### src/sv/gms_pkg.sv
// ----------------------------------------------------------------------------
// gms_pkg: shared types and constants
// Control codes, register indexes and the sequencer state type for the
// gradient magnitude stencil core.
// ----------------------------------------------------------------------------
`default_nettype none

package gms_pkg;

   // fixed field widths
   localparam int GRAD_W = 19;
   localparam int DIM_W  = 7;
   localparam int CSR_IDX_W = 2;

   // command codes on the request channel
   localparam logic CMD_SAMPLE = 1'b0;
   localparam logic CMD_FLUSH  = 1'b1;

   // register indexes
   localparam logic [CSR_IDX_W-1:0] CSR_SIZE_X = 2'd0;
   localparam logic [CSR_IDX_W-1:0] CSR_SIZE_Y = 2'd1;
   localparam logic [CSR_IDX_W-1:0] CSR_SIZE_Z = 2'd2;

   // register reset values
   localparam logic [DIM_W-1:0] RST_SIZE_X = 7'd64;
   localparam logic [DIM_W-1:0] RST_SIZE_Y = 7'd64;
   localparam logic [DIM_W-1:0] RST_SIZE_Z = 7'd0;

   // sequencer states
   typedef enum logic [3:0] {
      ST_IDLE,
      ST_CHECK,
      ST_RD_HI,
      ST_RD_LO,
      ST_DIFF,
      ST_SQUARE,
      ST_ROOT_GO,
      ST_ROOT,
      ST_PUT
   } state_type;

   // control into and status out of the root unit
   typedef struct packed {
      logic start;
   } root_ctl_type;

   typedef struct packed {
      logic busy;
      logic done;
   } root_sts_type;

endpackage

`default_nettype wire

### src/sv/gms_isqrt.sv
// ----------------------------------------------------------------------------
// gms_isqrt: iterative integer square root
// Digit-by-digit floor root, one result bit per cycle.
// ----------------------------------------------------------------------------
`default_nettype none

module gms_isqrt #(
   parameter int RES_W = 18
) (
   input  wire logic                  clock,
   input  wire logic                  reset,
   input  wire gms_pkg::root_ctl_type ctl,
   input  wire logic [2*RES_W-1:0]    radicand,
   output      gms_pkg::root_sts_type sts,
   output      logic [RES_W-1:0]      root
);

   localparam int OW = 2 * RES_W;
   localparam int CW = $clog2(RES_W + 1);

   logic [OW-1:0] op_ff, op_in;
   logic [OW-1:0] res_ff, res_in;
   logic [OW-1:0] one_ff, one_in;
   logic [CW-1:0] cnt_ff, cnt_in;
   logic          busy_ff, busy_in;
   logic          done_ff, done_in;
   logic [OW-1:0] trial;

   // one step of the restoring root
   always_comb begin
      trial   = res_ff + one_ff;
      op_in   = op_ff;
      res_in  = res_ff;
      one_in  = one_ff;
      cnt_in  = cnt_ff;
      busy_in = busy_ff;
      done_in = 1'b0;
      if (ctl.start) begin
         op_in   = radicand;
         res_in  = '0;
         one_in  = OW'(1) << (OW - 2);
         cnt_in  = CW'(RES_W);
         busy_in = 1'b1;
      end else if (busy_ff) begin
         if (op_ff >= trial) begin
            op_in  = op_ff - trial;
            res_in = (res_ff >> 1) + one_ff;
         end else begin
            res_in = res_ff >> 1;
         end
         one_in = one_ff >> 2;
         cnt_in = cnt_ff - CW'(1);
         if (cnt_ff == CW'(1)) begin
            busy_in = 1'b0;
            done_in = 1'b1;
         end
      end
   end

   always_ff @(posedge clock) begin
      if (reset) begin
         busy_ff <= 1'b0;
         done_ff <= 1'b0;
         cnt_ff  <= '0;
      end else begin
         busy_ff <= busy_in;
         done_ff <= done_in;
         cnt_ff  <= cnt_in;
      end
      op_ff  <= op_in;
      res_ff <= res_in;
      one_ff <= one_in;
   end

   assign sts.busy = busy_ff;
   assign sts.done = done_ff;
   assign root     = res_ff[RES_W-1:0];

endmodule

`default_nettype wire

### config.mk
export PLATFORM = sky130hd
export DESIGN_NAME = gms_isqrt
export DESIGN_NICKNAME = d
export VERILOG_FILES = /design/src/sv/gms_pkg.sv /design/src/sv/gms_isqrt.sv
export SDC_FILE = /design/constraint.sdc
export NUM_CORES = 1
export LEC_CHECK = 0
export BUFFER_PORTS_ARGS = -buffer_cell sky130_fd_sc_hd__buf_2
export CELL_PAD_IN_SITES_DETAIL_PLACEMENT = 1
export CELL_PAD_IN_SITES_GLOBAL_PLACEMENT = 1
export CORE_ASPECT_RATIO = 1.25
export CORE_MARGIN = 4
export CORE_UTILIZATION = 45
export CTS_CLUSTER_DIAMETER = 120
export DETAILED_ROUTE_END_ITERATION = 6
export PLACE_DENSITY = 0.88
export SLEW_MARGIN = 10
export SYNTH_ARGS = -nofsm -noshare
export SYNTH_HDL_FRONTEND = slang
export SYNTH_SLANG_ARGS = --single-unit
### constraint.sdc
create_clock -name clock -period 13.67 [get_ports clock]
set_input_delay 2.0505 -clock clock [delete_from_list [all_inputs] [get_ports clock]]
set_output_delay 2.0505 -clock clock [all_outputs]
set_load 0.005 [all_outputs]
==> results of run 1 <==
worst min path at each step:
stage,end,cells after the start,startpoint,slack (ps)
5_1_grt,busy_ff,2,busy_ff,550
2_1_floorplan,res_ff[35],2,res_ff[35],480
3_5_place_dp,busy_ff,2,busy_ff,510
3_3_place_gp,res_ff[0],2,res_ff[0],500
4_1_cts,busy_ff,2,busy_ff,520
6_report,busy_ff,2,busy_ff,520
power breakdown:
part           switching (W)  internal, W  total (W)
logic               0.000554     0.000352   0.000906
clock network       0.000125     0.000136   0.000261
registers          0.0000598     0.000389   0.000449
through the flow:
| stage | worst slack [ps] | util | instance area [sq um] | hold slack, ps |
|---|---|---|---|---|
| floorplan | 8270 | - | 8320 | 476 |
| global placement | 7490 | 0.471 | 8560 | 502 |
| detailed placement | 7290 | 0.471 | 8560 | 505 |
| CTS | 7220 | 0.487 | 8850 | 523 |
| global route | 6740 | 0.487 | 8850 | 547 |
| finish | 7180 | 0.487 | 8850 | 515 |
layout by cell type, fill, tap and decap left out, drive strengths merged, types with 13 or more instances in the layout:
cell type	instances
nor2	109
nand2	107
o21ai	96
ha	76
buf	63
dfxtp	61
a21oi	58
xor2	44
xnor2	39
edfxtp	36
a31oi	31
mux2i	29
inv	28
a21o	24
a211oi	24
nand3	16
nand4	15
o31ai	13
kinds of logic after synthesis:
| kind of cell | Yosys count | synth area share |
|---|---|---|
| buffers and inverters | 99 | 0.0574 |
| xor gates and xnor gates | 83 | 0.0874 |
| DFF | 97 | 0.277 |
| AOI/OAI and AO/OA | 318 | 0.247 |
| and+or+nand+nor | 319 | 0.174 |
| muxes | 33 | 0.0403 |
| adders and majority gates | 77 | 0.117 |
layout make-up:
cell class,instances,area [sq um]
Sequential cell,97,2310
Timing Repair Buffer,63,330
Inverter,26,97.6
Fill cell,2251,9320
Clock buffer,11,254
Clock inverter,5,36.3
Tap cell,228,285
Multi-Input combinational cell,830,5540
metal layers:
| layer | share of wire | routed length, um | global-route usage |
|---|---|---|---|
| met1 | 0.43 | 10700 | 0.297 |
| met2 | 0.50 | 12400 | 0.411 |
| met3 | 0.035 | 863 | 0.0268 |
| met4 | 0.035 | 860 | 0.102 |
| met5 | 0 | 0 | 0 |
worst max-delay path, stage by stage (launching register included):
cell and delay [ps]:
dfxtp_1 360, ha_1 360, a31oi_1 160, a211oi_1 560, a21oi_1 260, o21a_1 260, o21ai_0 230, a41o_1 280
a31oi_1 120, xor2_1 170, ha_1 430, nand4_1 220, or4_1 540, nor4_1 200, o21bai_1 100, nand2_1 60
buf_4 240, or2_1 870, a21o_1 230, buf_4 410
state kept, by name, summed over array words and instances (netlist names):
name and count:
one_ff 18, done_ff 1, cnt_ff 5, res_ff 36, busy_ff 1, op_ff 36
==> impl_metrics.env, run 1 <==
export IMPL_outcome="complete, no violations"
export IMPL_cts_hold_buffers=0
export IMPL_cp_end_kind="flip-flop"
export IMPL_final_setup_viol_count=0
export IMPL_finalNetCount=1143
export IMPL_start_util=0.458
export IMPL_synth_area_sq_um=8320
export IMPL_clock_path_buffers=2
export IMPL_antenna_found_initial=0
export IMPL_vias=7748
export IMPL_drive_above_1_share=0.0950
export IMPL_cts_resized=0
export IMPL_arrival_ps=6490
export IMPL_clkTransAtPathRegs_ps=70
export IMPL_maxSlewHeadroom=0.276
export IMPL_finalCritPeriodShare=0.475
export IMPL_cp_max_fo=36
export IMPL_hpwl_mm=17.9
export IMPL_pwr_density_cell_nw_per_um2=182
export IMPL_grt_pass1_vias=8070
export IMPL_tritoncts="built"
export IMPL_yosys_area_top_type_share=0.147
export IMPL_synthesis_nets=1142
export IMPL_yosysSeqAreaShare=0.277
export IMPL_h_tree_depth=3
export IMPL_rrSetupSlack_ps=7180
export IMPL_grt_pass1_wl_mm=40.6
export IMPL_worst_pin_slew_ps=1090
export IMPL_ys_types=68
export IMPL_async_flop_share=0
export IMPL_clock_sinks=97
export IMPL_coreArea_sq_um=18200
export IMPL_num_io_pins=59
export IMPL_timing_fmax_mhz=154
export IMPL_min_period_ps=6490
export IMPL_die_area_sq_um=20700
export IMPL_yosysTopAreaCell="dfxtp_1"
export IMPL_rr_endpoint="op_ff[32]"
export IMPL_cts_inserted_buffers=9
export IMPL_yosys_warnings=0
export IMPL_ys_ff_latch=97
export IMPL_stdcell_count=1260
export IMPL_design_power_total_w=0.00162
export IMPL_rsz0062_at_grt="no"
export IMPL_grtUsageTotal=0.238
export IMPL_drv_slew=0
export IMPL_start_kind="flip-flop"
export IMPL_maxCapViolCount=0
export IMPL_ys_flop_type="dfxtp_1"
export IMPL_drc=0
export IMPL_finClkSkew_ps=11.0
export IMPL_routed_wl_mm=24.8
export IMPL_io_buffers=58
export IMPL_ir_drop_mv=0.0627
export IMPL_grt_max_degree=82
export IMPL_die_w_um=130
export IMPL_drtPass1Iterations=5
export IMPL_cp_required_ps=13670
export IMPL_crit_end="op_ff[32]"
export IMPL_drt_iter0_drc=567
export IMPL_clock_latency_ps=360
export IMPL_n_antenna_cell=0
export IMPL_post_synth_top_count_cell="nor2_1"
export IMPL_startpoint="res_ff[2]"
export IMPL_path_class="flip-flop to flip-flop"
export IMPL_synth_area_leaders="dfxtp_1 (15%), edfxtp_1 (13%), ha_1 (11%)"
export IMPL_dpl_cell_count=1244
export IMPL_setup_tns_final_ps=0
export IMPL_synth_common_cells="nor2_1 (108), nand2_1 (107), o21ai_0 (95), ha_1 (76), dfxtp_1 (61)"
export IMPL_overflow=0
export IMPL_cts_setup_buffers=0
export IMPL_rows=55
export IMPL_die_height_um=160
export IMPL_gp_congestion=0.877
export IMPL_postRouteAntennaNets=0
export IMPL_final_hold_violation_count=0
export IMPL_clockRootBuffer="clkbuf_16"
export IMPL_vias_per_cell=6.15
export IMPL_worstHoldPathType="flip-flop to flip-flop"
export IMPL_r2r_cells=19
export IMPL_p_leak_nw=3.50
export IMPL_synth_edf_count=36
export IMPL_syn_to_final_growth_pct=6.36
export IMPL_synth_cells=1026
export IMPL_wire_per_inst_um=19.7
export IMPL_syn_area_per_cell_sq_um=8.11
export IMPL_timing_rr_start="res_ff[2]"
Power figures use the tool's default switching activity.
==> run 2: changes to the inputs <==
--- a/config.mk
+++ b/config.mk
@@ -5,15 +5,16 @@
 export SDC_FILE = /design/constraint.sdc
 export NUM_CORES = 1
 export LEC_CHECK = 0
+export ABC_AREA = 1
 export BUFFER_PORTS_ARGS = -buffer_cell sky130_fd_sc_hd__buf_2
 export CELL_PAD_IN_SITES_DETAIL_PLACEMENT = 1
 export CELL_PAD_IN_SITES_GLOBAL_PLACEMENT = 1
 export CORE_ASPECT_RATIO = 1.25
 export CORE_MARGIN = 4
-export CORE_UTILIZATION = 45
+export CORE_UTILIZATION = 44
 export CTS_CLUSTER_DIAMETER = 120
 export DETAILED_ROUTE_END_ITERATION = 6
-export PLACE_DENSITY = 0.88
+export PLACE_DENSITY = 0.91
 export SLEW_MARGIN = 10
 export SYNTH_ARGS = -nofsm -noshare
 export SYNTH_HDL_FRONTEND = slang
==> constraint.sdc (replaced) <==
create_clock -name clock -period 6.6 [get_ports clock]
set_input_delay 0.99 -clock clock [delete_from_list [all_inputs] [get_ports clock]]
set_output_delay 0.99 -clock clock [all_outputs]
set_load 0.005 [all_outputs]
==> run 2 against run 1 <==
Net effect: first-iteration DRC count grew 16%; sequential cell count is the same; area after synthesis grew 25%; setup slack lost 5600 ps; total power grew to 2.6 times the previous value; fmax grew 29%; final cell count grew 62%; clock power grew 120%; register-to-register slack lost 5600 ps; core utilization shrank 0.96 points; critical path type unchanged; largest cell class unchanged.
==> impl_metrics.env, run 2 <==
export IMPL_outcome="complete, no violations"
export IMPL_post_synth_top_count_cell="nand2_1"
export IMPL_grt_pass1_wl_mm=61.6
export IMPL_drc=0
export IMPL_path_class="flip-flop to flip-flop"
export IMPL_yosysSeqAreaShare=0.221
export IMPL_power_share_combinational=0.625
export IMPL_routed_wl_mm=38.0
export IMPL_holdPathEnd="cnt_ff[4]"
export IMPL_yosysTopAreaCell="nand2_1"
export IMPL_grtUsageTotal=0.288
export IMPL_layout_commonest_cell="nand2_1"
export IMPL_switching_power_w=0.00221
export IMPL_cts_setup_buffers=0
export IMPL_clock_path_buffers=2
export IMPL_cp_top_family="simple AND/OR/NAND/NOR gates"
export IMPL_internal_power_w=0.00201
export IMPL_rr_endpoint="res_ff[25]"
export IMPL_final_setup_viol_count=0
export IMPL_die_w_um=146
export IMPL_ys_ff_latch=97
export IMPL_ys_flop_type="dfxtp_1"
export IMPL_coreArea_sq_um=23100
export IMPL_gp_congestion=0.948
export IMPL_timing_rr_start="res_ff[26]"
export IMPL_swShare=0.524
export IMPL_r2r_cells=22
export IMPL_timing_fmax_mhz=199
export IMPL_io_buffers=58
export IMPL_seqPwrFrac=0.240
export IMPL_n_antenna_cell=0
export IMPL_synthesis_nets=1846
export IMPL_synth_common_cells="nand2_1 (580), inv_1 (244), nand3_1 (167), nor2_1 (142), a21oi_1 (92)"
export IMPL_worst_pin_slew_ps=827
export IMPL_grt_pass1_vias=12100
export IMPL_antenna_found_initial=0
export IMPL_maxCapViolCount=0
export IMPL_holdWs_ps=487
export IMPL_drive_above_1_share=0.0777
export IMPL_finClkSkew_ps=12.1
export IMPL_start_util=0.450
export IMPL_design_power_total_w=0.00422
export IMPL_n_fill_cell=3302
export IMPL_overflow=0
export IMPL_num_io_pins=59
export IMPL_ir_drop_mv=0.224
export IMPL_start_kind="flip-flop"
export IMPL_worstHoldPathType="flip-flop to flip-flop"
export IMPL_cp_end_kind="flip-flop"
export IMPL_clock_sinks=97
export IMPL_synth_area_sq_um=10400
export IMPL_finalCritPeriodShare=0.762
export IMPL_finalNetCount=1862
export IMPL_ys_types=46
export IMPL_clkTransAtPathRegs_ps=80
export IMPL_yosys_warnings=0
export IMPL_rsz0062_at_grt="no"
export IMPL_cp_cell_sequence="ha_1, nand2_1, nor2_1, inv_1, nor2_1, inv_1, nor2_1, nand3_1, nand3_1, xor2_1, ha_1, a21oi_1, nand2_1, a21oi_1, nand2_1, nor2_4, buf_4, nand2_4, nand2_1, nand3_1, nand2_1, inv_1"
export IMPL_fin_area_sq_um=11000
export IMPL_cts_inserted_buffers=9
export IMPL_synth_area_leaders="nand2_1 (21%), dfxtp_1 (12%), edfxtp_1 (10%)"
export IMPL_clock_latency_ps=380
export IMPL_yosys_area_top_type_share=0.209
export IMPL_hpwl_mm=30.8
export IMPL_drt_iter0_drc=658
export IMPL_synth_cells=1730
export IMPL_regArea_sq_um=2300
export IMPL_postRouteAntennaNets=0
export IMPL_grt_max_degree=54
export IMPL_clockRootBuffer="clkbuf_16"
export IMPL_rows=62
export IMPL_drv_slew=0
export IMPL_min_delay_path_depth=2
export IMPL_drtPass1Iterations=5
export IMPL_hold_start="cnt_ff[4]"
export IMPL_pwr_density_cell_nw_per_um2=382
export IMPL_rrSetupSlack_ps=1570
export IMPL_tritoncts="built"
export IMPL_cts_hold_buffers=0
export IMPL_arrival_ps=5300
export IMPL_maxSlewHeadroom=0.448
export IMPL_wire_per_inst_um=18.7
export IMPL_setup_tns_final_ps=0
export IMPL_cp_required_ps=6870
export IMPL_p_clk_frac=0.135
export IMPL_syn_to_final_growth_pct=6.08
export IMPL_syn_area_per_cell_sq_um=6.02
export IMPL_synth_edf_count=36
export IMPL_cts_resized=0
export IMPL_async_flop_share=0
export IMPL_slowest_delay_ps=580
export IMPL_die_height_um=180
export IMPL_cp_max_fo=35
export IMPL_vias_per_cell=5.56
export IMPL_min_period_ps=5030
export IMPL_slowest_stage="dfxtp_1"
export IMPL_path_buf_inv=4
export IMPL_multi_input_comb_area_sq_um=6800
export IMPL_place_area_sq_um=10700
export IMPL_final_hold_violation_count=0
export IMPL_layout_common_cells="nand2_1 (580), inv_1 (244), nand3_1 (167), nor2_1 (142), a21oi_1 (92)"
export IMPL_vias=11300
export IMPL_fin_util=0.478
export IMPL_reg_top3="op_ff (36), res_ff (36), one_ff (18)"
export IMPL_h_tree_depth=3
export IMPL_die_area_sq_um=26200
export IMPL_p_leak_nw=5.26
export IMPL_crit_path_frequent_cell="nand2_1"
-- run 2: worst reg2reg max path, stage by stage, from the launching register on --
cell     delay, ps
dfxtp_1        580
ha_1           310
nand2_1        110
nor2_1         200
inv_1           60
nor2_1         260
inv_1          100
nor2_1         300
nand3_1        240
nand3_1        170
xor2_1         220
ha_1           330
a21oi_1        190
nand2_1        100
a21oi_1        130
nand2_1        100
nor2_4         350
buf_4          450
nand2_4        320
nand2_1        200
nand3_1         90
nand2_1         80
inv_1           40
-- run 2: kinds of logic (layout without fill, tap and decap cells) --
group	count (synthesis)	after routing	synth area share
AOI/OAI and AO/OA	213	213	0.112
xor gates and xnor gates	45	45	0.0379
adders and majority gates	77	77	0.0933
buffers and inverters	309	330	0.128
DFF	97	97	0.221
and+or+nand+nor	989	989	0.407
-- run 2: worst max-delay path by stage --
stage | start | end | slack [ps] | depth (start not counted)
4_1_cts | res_ff[16] | res_ff[27] | 1660 | 22
3_3_place_gp | res_ff[16] | res_ff[25] | 1690 | 22
6_report | res_ff[26] | res_ff[25] | 1570 | 22
3_5_place_dp | res_ff[16] | res_ff[25] | 1720 | 22
5_1_grt | res_ff[16] | res_ff[21] | 1100 | 22
2_1_floorplan | res_ff[0] | op_ff[0] | 1230 | 22
-- run 2: through the flow --
stage	cells	setup WS (ps)
5_1_grt	2039	1100
3_3_place_gp	2023	1690
4_1_cts	2039	1660
2_1_floorplan	1730	1230
6_report	2039	1570
3_5_place_dp	2023	1720
-- run 2: power by group through the flow --
stage | sequential, W | combinational, W | clock [W]
after floorplan | 0.000922 | 0.00203 | 0
after global placement | 0.00100 | 0.00245 | 0
after detailed placement | 0.00102 | 0.00257 | 0
after CTS | 0.00100 | 0.00261 | 0.000576
after global routing | 0.00103 | 0.00294 | 0.000599
final | 0.00101 | 0.00264 | 0.000571
-- run 2: cell type report --
| class | instances | area share |
|---|---|---|
| repair buffers | 66 | 0.0317 |
| well taps | 288 | 0.0326 |
| multi-input cells | 1324 | 0.616 |
| flip-flops and latches | 97 | 0.209 |
| inverters | 248 | 0.0843 |
| clock inverters | 7 | 0.00680 |
| clock buffers | 9 | 0.0204 |
-- run 2: layer usage --
| metal | wire length (um) | part of all wire | vias up | GRT usage |
|---|---|---|---|---|
| met5 | 0 | 0 | - | 0 |
| met4 | 1380 | 0.036 | 0 | 0.124 |
| met3 | 979 | 0.026 | 81 | 0.0234 |
| met2 | 19800 | 0.52 | 226 | 0.539 |
| met1 | 15900 | 0.42 | 5444 | 0.334 |
| li1 | - | - | 5594 | - |
==> run 3: changes to the inputs <==
==> constraint.sdc (replaced) <==
create_clock -name clock -period 4.8 [get_ports clock]
set_input_delay 0.72 -clock clock [delete_from_list [all_inputs] [get_ports clock]]
set_output_delay 0.72 -clock clock [all_outputs]
set_load 0.005 [all_outputs]
==> run 3 against run 2 <==
Net effect: fmax increased by 12%; final cell count increased by 0.20%; worst hold slack improved by 4.9 ps; core utilization increased by 0.18 points; sequential power increased by 35%; count of clock-buffer cells in the layout increased by 2.
==> impl_metrics.env, run 3 (synthesized netlist as in run 2, its figures left out) <==
export IMPL_internal_power_w=0.00276
export IMPL_fin_area_sq_um=11100
export IMPL_die_w_um=146
export IMPL_grtUsageTotal=0.278
export IMPL_rsz0062_at_grt="no"
export IMPL_timing_fmax_mhz=223
export IMPL_tritoncts="built"
export IMPL_swShare=0.520
export IMPL_pwr_density_cell_nw_per_um2=520
export IMPL_p_clk_frac=0.128
export IMPL_grt_pass1_wl_mm=60.0
export IMPL_rows=62
export IMPL_grt_pass1_vias=12300
export IMPL_path_class="flip-flop to flip-flop"
export IMPL_outcome="complete, no violations"
export IMPL_clkTransAtPathRegs_ps=70
export IMPL_cts_setup_buffers=0
export IMPL_wire_per_inst_um=18.1
export IMPL_num_io_pins=59
export IMPL_min_period_ps=4480
export IMPL_dpl_cell_count=2027
export IMPL_antenna_found_initial=0
export IMPL_finClkSkew_ps=10.5
export IMPL_worstHoldPathType="flip-flop to flip-flop"
export IMPL_gp_congestion=0.990
export IMPL_p_leak_nw=5.29
export IMPL_place_area_sq_um=10800
export IMPL_clock_sinks=97
export IMPL_layout_commonest_cell="nand2_1"
export IMPL_cp_max_fo=27
export IMPL_maxCapViolCount=0
export IMPL_maxSlewHeadroom=0.491
export IMPL_drv_slew=0
export IMPL_grt_max_degree=46
export IMPL_start_util=0.450
export IMPL_clockRootBuffer="clkbuf_16"
export IMPL_worst_pin_slew_ps=763
export IMPL_drive_above_1_share=0.0809
export IMPL_vias_per_cell=5.58
export IMPL_final_hold_violation_count=0
export IMPL_cp_end_kind="flip-flop"
export IMPL_arrival_ps=4800
export IMPL_seqPwrFrac=0.236
export IMPL_ir_drop_mv=0.288
export IMPL_die_height_um=180
export IMPL_n_antenna_cell=0
export IMPL_clock_latency_ps=380
export IMPL_overflow=0
export IMPL_layout_common_cells="nand2_1 (580), inv_1 (244), nand3_1 (167), nor2_1 (141), a21oi_1 (92)"
export IMPL_cp_required_ps=5120
export IMPL_r2r_cells=21
export IMPL_finalCritPeriodShare=0.933
export IMPL_stdcell_count=2043
export IMPL_vias=11400
export IMPL_io_buffers=58
export IMPL_reg_top3="op_ff (36), res_ff (36), one_ff (18)"
export IMPL_die_area_sq_um=26200
export IMPL_h_tree_depth=3
export IMPL_holdWs_ps=491
export IMPL_routed_wl_mm=36.9
export IMPL_hpwl_mm=30.0
export IMPL_coreArea_sq_um=23100
export IMPL_drt_iter0_drc=710
export IMPL_drc=0
export IMPL_finalNetCount=1866
export IMPL_start_kind="flip-flop"
export IMPL_switching_power_w=0.00300
export IMPL_cts_inserted_buffers=9
export IMPL_drtPass1Iterations=5
export IMPL_setup_tns_final_ps=0
export IMPL_clock_path_buffers=2
export IMPL_final_setup_viol_count=0
export IMPL_power_share_combinational=0.635
export IMPL_syn_to_final_growth_pct=6.48
export IMPL_min_delay_path_depth=2
export IMPL_postRouteAntennaNets=0
export IMPL_fin_util=0.479
==> run 3: path summary, 6_finish.rpt <==
path,startpoint,end,slack (ps)
worst min register to register,cnt_ff[4],cnt_ff[4],490
worst min-delay path,cnt_ff[4],cnt_ff[4],490
worst max-delay path,res_ff[16],res_ff[5],320
worst max register to register,res_ff[16],res_ff[5],320
==> run 3: layout make-up <==
class                   instances  area (sq um)
clock buffers                  11           253
clock inverters                 5          37.5
fillers                      3248         12000
inverters                     248           931
multi-input cells            1324          6800
flip-flops and latches         97          2300
well taps                     288           360
repair buffers                 70           393
==> run 3: worst max-delay path, stage by stage, from the launching register on <==
cell and delay, ps:
dfxtp_1 600, ha_1 300, nand2_1 150, nor2_1 380, nand2_1 170, nor4_2 330, nand3_1 210, nand3_1 180
xor2_1 200, ha_1 320, nand2_1 150, nor2_1 100, nand2_1 110, inv_1 50, nand2_1 70, nand2_1 80
nor2_4 210, buf_4 400, nand3_1 140, nand3_1 130, nand2_1 80, inv_1 70
==> run 3: layer usage <==
layer  global-route usage  part of all wire
met5                    0                 0
met3               0.0189             0.031
met4                0.151             0.050
met1                0.316              0.41
met2                0.516              0.51
==> run 3: power groups by stage <==
stage	logic, W	registers, W	clock network, W
2_1_floorplan	0.00279	0.00126	0
6_report	0.00366	0.00136	0.000740
5_1_grt	0.00408	0.00138	0.000773
3_3_place_gp	0.00340	0.00137	0
4_1_cts	0.00363	0.00136	0.000747
3_5_place_dp	0.00357	0.00137	0
==> run 3: what timing repair did <==
item,in CTS,in global routing
hold buffers,0,0
setup endpoints to repair,0,10
gates resized for setup,0,1
==> run 3: metrics by stage <==
stage / setup WS (ps) / power, W
global route: 85.1 / 0.00624
CTS: 338 / 0.00573
global placement: 479 / 0.00476
finish: 322 / 0.00576
floorplan: 309 / 0.00405
detailed placement: 424 / 0.00494
